`src/sv/kfd_pkg.sv`:
```
// shared types and constants for the keyframe displacement test
`default_nettype none

package kfd_pkg;

  // field widths
  localparam int unsigned CoordW = 17;
  localparam int unsigned CntW   = 13;
  localparam int unsigned SumW   = 30;
  localparam int unsigned MmdW   = 16;
  localparam int unsigned CfgDW  = 16;
  localparam int unsigned CfgIW  = 2;

  // square root unit: radicand padded to an even width, one root bit per step
  localparam int unsigned SqW      = 2 * CoordW;
  localparam int unsigned RadW     = 36;
  localparam int unsigned RootW    = RadW / 2;
  localparam int unsigned RemW     = RootW + 2;
  localparam int unsigned StepW    = 5;
  localparam int unsigned SqrtLast = RootW - 1;

  // match count saturation
  localparam int unsigned MaxMatches = 4096;
  localparam int unsigned CntFieldMax = (1 << CntW) - 1;
  localparam int unsigned CntCap =
    (MaxMatches < CntFieldMax) ? MaxMatches : CntFieldMax;

  // sum saturation
  localparam logic [SumW-1:0] SumMax = '1;

  // decision product widths
  localparam int unsigned MwW   = MmdW + CntW;
  localparam int unsigned ProdW = MwW + CntW;
  localparam int unsigned LhsShift = 12;

  // configuration register indexes
  typedef enum logic [CfgIW-1:0] {
    CFG_MIN_MATCHES       = 2'd0,
    CFG_MIN_MEAN_DISTANCE = 2'd1,
    CFG_IMAGE_WIDTH       = 2'd2
  } cfg_idx_e;

  localparam logic [CntW-1:0] WidthReset = 13'd640;

  // sequencer states
  typedef enum logic [2:0] {
    ST_IDLE,
    ST_SQUARE,
    ST_ADD,
    ST_ROOT,
    ST_PROD,
    ST_DECIDE
  } kfd_state_e;

  // status of the serial square root unit
  typedef struct packed {
    logic busy;
    logic done;
  } sqrt_stat_t;

endpackage

`default_nettype wire

```
`src/sv/keyframe_displacement_test_core.sv`:
```
// keyframe selection by mean keypoint displacement, top level
//
//   channel  direction  handshake           payload
//   in       input      in_valid/in_stall   ref_x ref_y cur_x cur_y valid_req has_reference last
//   out      output     out_valid/out_stall is_keyframe match_count distance_sum
//   cfg      input      cfg_valid/cfg_ready cfg_index_i cfg_data_i
//
// between the transfer of a match and the next input transfer the core takes
// the differences, squares, adds, runs the serial square root unit (one root
// bit per cycle) and accumulates. an item without a match that is not last
// leaves the input open. the last item of a frame then adds the threshold
// product and the compare, plus any wait for the output register.
// reset clears the frame sum and count and loads the register defaults.
// the output register holds a result under stall while the next frame runs.
`default_nettype none

module keyframe_displacement_test_core
  import kfd_pkg::*;
(
  input  wire logic              clk_i,
  input  wire logic              rst_ni,
  // input items
  input  wire logic              in_valid,
  output logic                   in_stall,
  input  wire logic [CoordW-1:0] ref_x_i,
  input  wire logic [CoordW-1:0] ref_y_i,
  input  wire logic [CoordW-1:0] cur_x_i,
  input  wire logic [CoordW-1:0] cur_y_i,
  input  wire logic              valid_req_i,
  input  wire logic              has_reference_i,
  input  wire logic              last_i,
  // results
  output logic                   out_valid,
  input  wire logic              out_stall,
  output logic                   is_keyframe_o,
  output logic      [CntW-1:0]   match_count_o,
  output logic      [SumW-1:0]   distance_sum_o,
  // configuration writes
  input  wire logic              cfg_valid,
  output logic                   cfg_ready,
  input  wire logic [CfgIW-1:0]  cfg_index_i,
  input  wire logic [CfgDW-1:0]  cfg_data_i
);

  kfd_state_e state_q, state_d;

  // configuration registers
  logic [CntW-1:0] min_matches_q;
  logic [MmdW-1:0] min_mean_q;
  logic [CntW-1:0] width_q;
  logic [MwW-1:0]  mw_q;

  // item registers
  logic [CoordW-1:0] dx_q, dy_q;
  logic              has_ref_q, last_q;
  logic [SqW-1:0]    sqx_q, sqy_q;

  // frame accumulators
  logic [SumW-1:0] sum_q, sum_d;
  logic [CntW-1:0] count_q, count_d;
  logic [ProdW-1:0] prod_q;

  // output register
  logic            out_valid_q, out_valid_d;
  logic            key_q;
  logic [CntW-1:0] cnt_out_q;
  logic [SumW-1:0] sum_out_q;

  logic             in_xfer;
  logic             out_free;
  logic             load_out;
  logic             sq_start;
  logic [RadW-1:0]  radicand;
  logic [RootW-1:0] root;
  sqrt_stat_t       sq_stat;
  logic [SumW:0]    sum_add;
  logic [ProdW-1:0] lhs;
  logic             key;

  assign in_xfer  = in_valid && !in_stall;
  assign out_free = !out_valid_q || !out_stall;

  // configuration port, always open
  assign cfg_ready = 1'b1;

  always_ff @(posedge clk_i or negedge rst_ni) begin
    if (!rst_ni) begin
      min_matches_q <= '0;
      min_mean_q    <= '0;
      width_q       <= WidthReset;
    end else if (cfg_valid && cfg_ready) begin
      case (cfg_idx_e'(cfg_index_i))
        CFG_MIN_MATCHES:       min_matches_q <= cfg_data_i[CntW-1:0];
        CFG_MIN_MEAN_DISTANCE: min_mean_q    <= cfg_data_i[MmdW-1:0];
        CFG_IMAGE_WIDTH:       width_q       <= cfg_data_i[CntW-1:0];
        default: ;
      endcase
    end
  end

  // threshold times width, refreshed every cycle
  always_ff @(posedge clk_i) begin
    mw_q <= {{CntW{1'b0}}, min_mean_q} * {{MmdW{1'b0}}, width_q};
  end

  // coordinate differences on transfer, squares in the following cycle
  always_ff @(posedge clk_i) begin
    if (in_xfer) begin
      dx_q      <= (ref_x_i >= cur_x_i) ? ref_x_i - cur_x_i : cur_x_i - ref_x_i;
      dy_q      <= (ref_y_i >= cur_y_i) ? ref_y_i - cur_y_i : cur_y_i - ref_y_i;
      has_ref_q <= has_reference_i;
      last_q    <= last_i;
    end
    if (state_q == ST_SQUARE) begin
      sqx_q <= {{CoordW{1'b0}}, dx_q} * {{CoordW{1'b0}}, dx_q};
      sqy_q <= {{CoordW{1'b0}}, dy_q} * {{CoordW{1'b0}}, dy_q};
    end
  end

  // serial square root
  assign sq_start = (state_q == ST_ADD);
  assign radicand = RadW'({1'b0, sqx_q} + {1'b0, sqy_q});

  kfd_sqrt u_sqrt (
    .clk_i      (clk_i),
    .rst_ni     (rst_ni),
    .start_i    (sq_start),
    .radicand_i (radicand),
    .root_o     (root),
    .stat_o     (sq_stat)
  );

  // saturating sum and the keyframe test
  assign sum_add = {1'b0, sum_q} + {{(SumW+1-RootW){1'b0}}, root};
  assign lhs     = {sum_q, {LhsShift{1'b0}}};
  assign key     = has_ref_q && (count_q != '0) && (count_q >= min_matches_q) &&
                   (lhs > prod_q);

  always_ff @(posedge clk_i) begin
    if (state_q == ST_PROD) begin
      prod_q <= {{CntW{1'b0}}, mw_q} * {{MwW{1'b0}}, count_q};
    end
  end

  // sequencer
  always_comb begin
    state_d     = state_q;
    sum_d       = sum_q;
    count_d     = count_q;
    out_valid_d = out_valid_q && out_stall;
    load_out    = 1'b0;
    in_stall    = 1'b1;

    unique case (state_q)
      ST_IDLE: begin
        in_stall = 1'b0;
        if (in_valid) begin
          if (valid_req_i) begin
            state_d = ST_SQUARE;
          end else if (last_i) begin
            state_d = ST_PROD;
          end
        end
      end
      ST_SQUARE: state_d = ST_ADD;
      ST_ADD:    state_d = ST_ROOT;
      ST_ROOT: begin
        if (sq_stat.done) begin
          sum_d = sum_add[SumW] ? SumMax : sum_add[SumW-1:0];
          if (count_q < CntW'(CntCap)) begin
            count_d = count_q + 1'b1;
          end
          state_d = last_q ? ST_PROD : ST_IDLE;
        end
      end
      ST_PROD: state_d = ST_DECIDE;
      ST_DECIDE: begin
        if (out_free) begin
          load_out    = 1'b1;
          out_valid_d = 1'b1;
          sum_d       = '0;
          count_d     = '0;
          state_d     = ST_IDLE;
        end
      end
      default: state_d = ST_IDLE;
    endcase
  end

  always_ff @(posedge clk_i or negedge rst_ni) begin
    if (!rst_ni) begin
      state_q     <= ST_IDLE;
      sum_q       <= '0;
      count_q     <= '0;
      out_valid_q <= 1'b0;
    end else begin
      state_q     <= state_d;
      sum_q       <= sum_d;
      count_q     <= count_d;
      out_valid_q <= out_valid_d;
    end
  end

  // result register
  always_ff @(posedge clk_i) begin
    if (load_out) begin
      key_q     <= key;
      cnt_out_q <= count_q;
      sum_out_q <= sum_q;
    end
  end

  assign out_valid      = out_valid_q;
  assign is_keyframe_o  = key_q;
  assign match_count_o  = cnt_out_q;
  assign distance_sum_o = sum_out_q;

  // checks
  a_count_cap: assert property (@(posedge clk_i) disable iff (!rst_ni)
    count_q <= CntW'(CntCap))
    else $error("match count above cap");

  a_root_in_root_state: assert property (@(posedge clk_i) disable iff (!rst_ni)
    sq_stat.done |-> state_q == ST_ROOT)
    else $error("root finished outside root state");

  a_stall_while_busy: assert property (@(posedge clk_i) disable iff (!rst_ni)
    sq_stat.busy |-> in_stall)
    else $error("input open while root unit busy");

  a_frame_cleared: assert property (@(posedge clk_i) disable iff (!rst_ni)
    load_out |=> sum_q == '0 && count_q == '0 && out_valid_q)
    else $error("frame not cleared after result");

endmodule

`default_nettype wire

```
`src/sv/kfd_sqrt.sv`:
```
// serial integer square root, two radicand bits shifted in per cycle
`default_nettype none

module kfd_sqrt
  import kfd_pkg::*;
(
  input  wire logic             clk_i,
  input  wire logic             rst_ni,
  input  wire logic             start_i,
  input  wire logic [RadW-1:0]  radicand_i,
  output logic      [RootW-1:0] root_o,
  output sqrt_stat_t            stat_o
);

  logic [RadW-1:0]  rad_q, rad_d;
  logic [RemW-1:0]  rem_q, rem_d;
  logic [RootW-1:0] root_q, root_d;
  logic [StepW-1:0] step_q, step_d;
  logic             busy_q, busy_d;
  logic             done_q, done_d;

  logic [RemW+1:0]  rem_sh;
  logic [RemW+1:0]  trial;
  logic             fits;

  // one restoring step: bring down two bits, try appending a one
  always_comb begin
    rem_sh = {rem_q, rad_q[RadW-1 -: 2]};
    trial  = {2'b00, root_q, 2'b01};
    fits   = (rem_sh >= trial);

    rad_d  = rad_q;
    rem_d  = rem_q;
    root_d = root_q;
    step_d = step_q;
    busy_d = busy_q;
    done_d = 1'b0;

    if (start_i) begin
      rad_d  = radicand_i;
      rem_d  = '0;
      root_d = '0;
      step_d = StepW'(SqrtLast);
      busy_d = 1'b1;
    end else if (busy_q) begin
      rad_d  = {rad_q[RadW-3:0], 2'b00};
      rem_d  = fits ? RemW'(rem_sh - trial) : RemW'(rem_sh);
      root_d = {root_q[RootW-2:0], fits};
      step_d = step_q - 1'b1;
      if (step_q == '0) begin
        busy_d = 1'b0;
        done_d = 1'b1;
      end
    end
  end

  // control registers
  always_ff @(posedge clk_i or negedge rst_ni) begin
    if (!rst_ni) begin
      busy_q <= 1'b0;
      done_q <= 1'b0;
      step_q <= '0;
    end else begin
      busy_q <= busy_d;
      done_q <= done_d;
      step_q <= step_d;
    end
  end

  // datapath shift registers
  always_ff @(posedge clk_i) begin
    rad_q  <= rad_d;
    rem_q  <= rem_d;
    root_q <= root_d;
  end

  assign root_o      = root_q;
  assign stat_o.busy = busy_q;
  assign stat_o.done = done_q;

endmodule

`default_nettype wire

```
`config.mk`:
```
export PLATFORM = sky130hd
export DESIGN_NAME = keyframe_displacement_test_core
export DESIGN_NICKNAME = d
export VERILOG_FILES = /design/src/sv/kfd_pkg.sv /design/src/sv/keyframe_displacement_test_core.sv /design/src/sv/kfd_sqrt.sv
export SDC_FILE = /design/constraint.sdc
export NUM_CORES = 2
export LEC_CHECK = 0
export ABC_CLOCK_PERIOD_IN_PS = 9000
export BUFFER_PORTS_ARGS = -buffer_cell sky130_fd_sc_hd__buf_2
export CORE_UTILIZATION = 55
export CTS_CLUSTER_SIZE = 14
export DETAILED_ROUTE_END_ITERATION = 8
export HOLD_SLACK_MARGIN = 0.12
export PLACE_DENSITY = 0.77
export SYNTH_ARGS = -nofsm -noshare
export SYNTH_HDL_FRONTEND = slang
export SYNTH_SLANG_ARGS = --single-unit
```
`constraint.sdc`:
```
create_clock -name clk_i -period 9 [get_ports clk_i]
set_input_delay 0.9 -clock clk_i [delete_from_list [all_inputs] [get_ports clk_i]]
set_output_delay 0.9 -clock clk_i [all_outputs]
set_load 0.1 [all_outputs]
```
==> metrics.yaml <==
outcome:
  status: "complete, no violations"
clocking:
  htree_levels: 2
  cts_tree: "built"
  cts-root-buf: "clkbuf_16"
  clkSinkCount: 387
  cts_buffer_depth: 3
  insertion_delay_ns: 0.62
  cts_buffers: 47
  cts_setup_buffers: 0
  path_clk_slew_ns: 0.06
  hold_buffers: 0
  ctsResizeCount: 0
synth:
  synth_top_cells_by_area: "fa_1 (31%), ha_1 (13%), edfxtp_1 (12%)"
  yosysTopAreaCell: "fa_1"
  ys_async_sr_fraction_pct: 24.8
  yosysMostFrequentCell: "inv_1"
  synthesis.area_um2: 54700
  synth-seq-area-share_pct: 19.1
  synth-main-ff-cell: "edfxtp_1"
  avgSynthCellArea_um2: 9.39
  syn_inst: 5828
  ys_ff_latch: 387
  synth_top_area_share_pct: 30.6
  synth.top_cells.by_count: "inv_1 (1257), fa_1 (837), nand2_1 (682)"
  synth-edff-count: 224
  yosysWarnings: 0
  synth_cell_types: 83
  synth_nets: 7323
global_route:
  grtUsageTotal_pct: 24.5
  gr-total-overflow: 0
  grt_max_degree: 76
  grt_pass1_vias: 41900
  antenna_found_initial: 5
  grt_pass1_wl_um: 203000
floorplanning:
  die-height_um: 317
  die_w_um: 317
  io_pins: 141
  die_area_um2: 101000
  start_util_pct: 55.5
  rows: 115
  core_um2: 98600
setup_path:
  cp.arrival_ns: 7.42
  reg2reg_depth: 22
  worstSetupPathType: "flip-flop to flip-flop"
  worst_setup_path_end_kind: "flip-flop"
  cp-start-kind: "flip-flop"
  crit_required_ns: 9.37
  crit_fanout: 18
drt:
  via_per_inst: 5.49
  wl_per_cell_um: 16.7
  top_layer_used: "met5"
  wl_um: 119000
  vias: 39300
  drc: 0
  routed-wl-met3_um: 7150
  drt-met1-wl_um: 48500
  antenna_left: 0
  drtIter0Drc: 2559
  firstDrtPassIters: 6
  dr_wl_met2_um: 59800
sta:
  setup_tns_ns: 0
  slew_viol_final: 0
  hold_slack_ns: 0.304
  rsz0062_at_grt: "false"
  fin_worst_skew_ns: 0.0189
  worstMarginPinSlew_ns: 1.22
  setup_viol: 0
  hold_viol: 0
  slew_headroom_pct: 18.3
  timing.final.crit_share_pct: 78.3
  max_freq_mhz: 142
  min_period_ns: 7.04
layout:
  instances_no_fill: 7157
  syn_to_final_growth_pct: 5.81
  final_nets: 7325
  layout-drive-gt1-share_pct: 5.30
place:
  globalplace.congestion: 0.879
  dp_hpwl_um: 93200
  dp.cells: 7068
  portBuffers: 139
run:
  cap_viol_max_count: 0
hold_path:
  hold_class: "primary input to async pin"
==> final cells by class <==
cell class              count  area [µm²]
diodes                      2        5.00
clock buffers              66        1290
clock inverters            21         173
fillers                  8241       40600
inverters                1257        4720
multi-input cells        3973       38800
flip-flops and latches    387       10500
well taps                1287        1610
repair buffers            164         886
==> final timing paths <==
path | slack (ns) | end | start
setup / recovery | 1.96 | sqx_q[26] | dx_q[2]
hold / removal | 0.30 | min_matches_q[2] | rst_ni
setup reg to reg | 1.96 | sqx_q[26] | dx_q[2]
hold reg to reg | 0.49 | u_sqrt.rem_q[18] | u_sqrt.rem_q[18]
max in group asynchronous | 7.46 | u_sqrt.busy_q | rst_ni
min in group clk_i | 0.46 | last_q | last_i
==> per-layer routing <==
metal	vias to the layer above	track usage, %
li1	18300	-
met1	19500	30.9
met2	1256	43.5
met3	273	3.22
met4	2	8.07
met5	-	0
==> metrics by stage <==
step	util, %	setup slack, ns	cell area (µm²)
global placement	57.3	2.04	56500
CTS	58.8	1.96	57900
detailed placement	57.3	1.98	56500
floorplan	-	2.49	54700
global route	58.8	1.51	57900
finish	58.8	1.96	57900
==> cells in the final DEF, fill, tap and decap left out, drive strengths merged, types with 38 or more instances in the layout <==
cell and instances:
a21o 115, a21oi 207, a31oi 38, and2 364
buf 164, clkbuf 66, dfrtp 94, dfxtp 67
edfxtp 224, fa 837, ha 564, inv 1265
mux2i 43, nand2 682, nand3 40, nor2 180
nor2b 40, nor3 47, o21ai 191, xnor2 170
xor2 74
==> logic make-up after synthesis <==
logic type | share of synthesized area, %
AND/OR/NAND/NOR | 13.1
XOR/XNOR | 3.90
adder cells (fa/ha/maj) | 43.5
AO/OA/AOI/OAI | 8.80
flip-flops | 19.1
buffers and inverters | 10.1
other | 0.00685
multiplexers | 1.47
==> critical path, stage by stage (launching register included) <==
cell and delay (ns):
edfxtp_1 0.79, nand2_1 0.22, fa_1 0.58, inv_1 0.05, fa_1 0.35, inv_1 0.07, fa_1 0.42, fa_1 0.49
inv_1 0.06, fa_1 0.55, inv_1 0.06, fa_1 0.53, inv_1 0.05, ha_1 0.40, and3_1 0.21, a221o_1 0.31
a31oi_1 0.24, a21oi_1 0.14, a221o_1 0.38, a311oi_2 0.45, o41ai_1 0.15, a21oi_1 0.21, xnor2_1 0.08
==> flip-flops by register name, summed over array words and instances (netlist names), 16 cells and up <==
signal	cells
distance_sum_o	30
mw_q	29
sqx_q	33
min_mean_q	16
dx_q	17
sum_q	30
dy_q	17
u_sqrt.rem_q	20
sqy_q	33
u_sqrt.root_o	18
u_sqrt.rad_q	36
prod_q	42
Power is left out: the tool's default activity adds up to more than one toggle a clock period on the data nets, which glitch-free logic cannot reach.
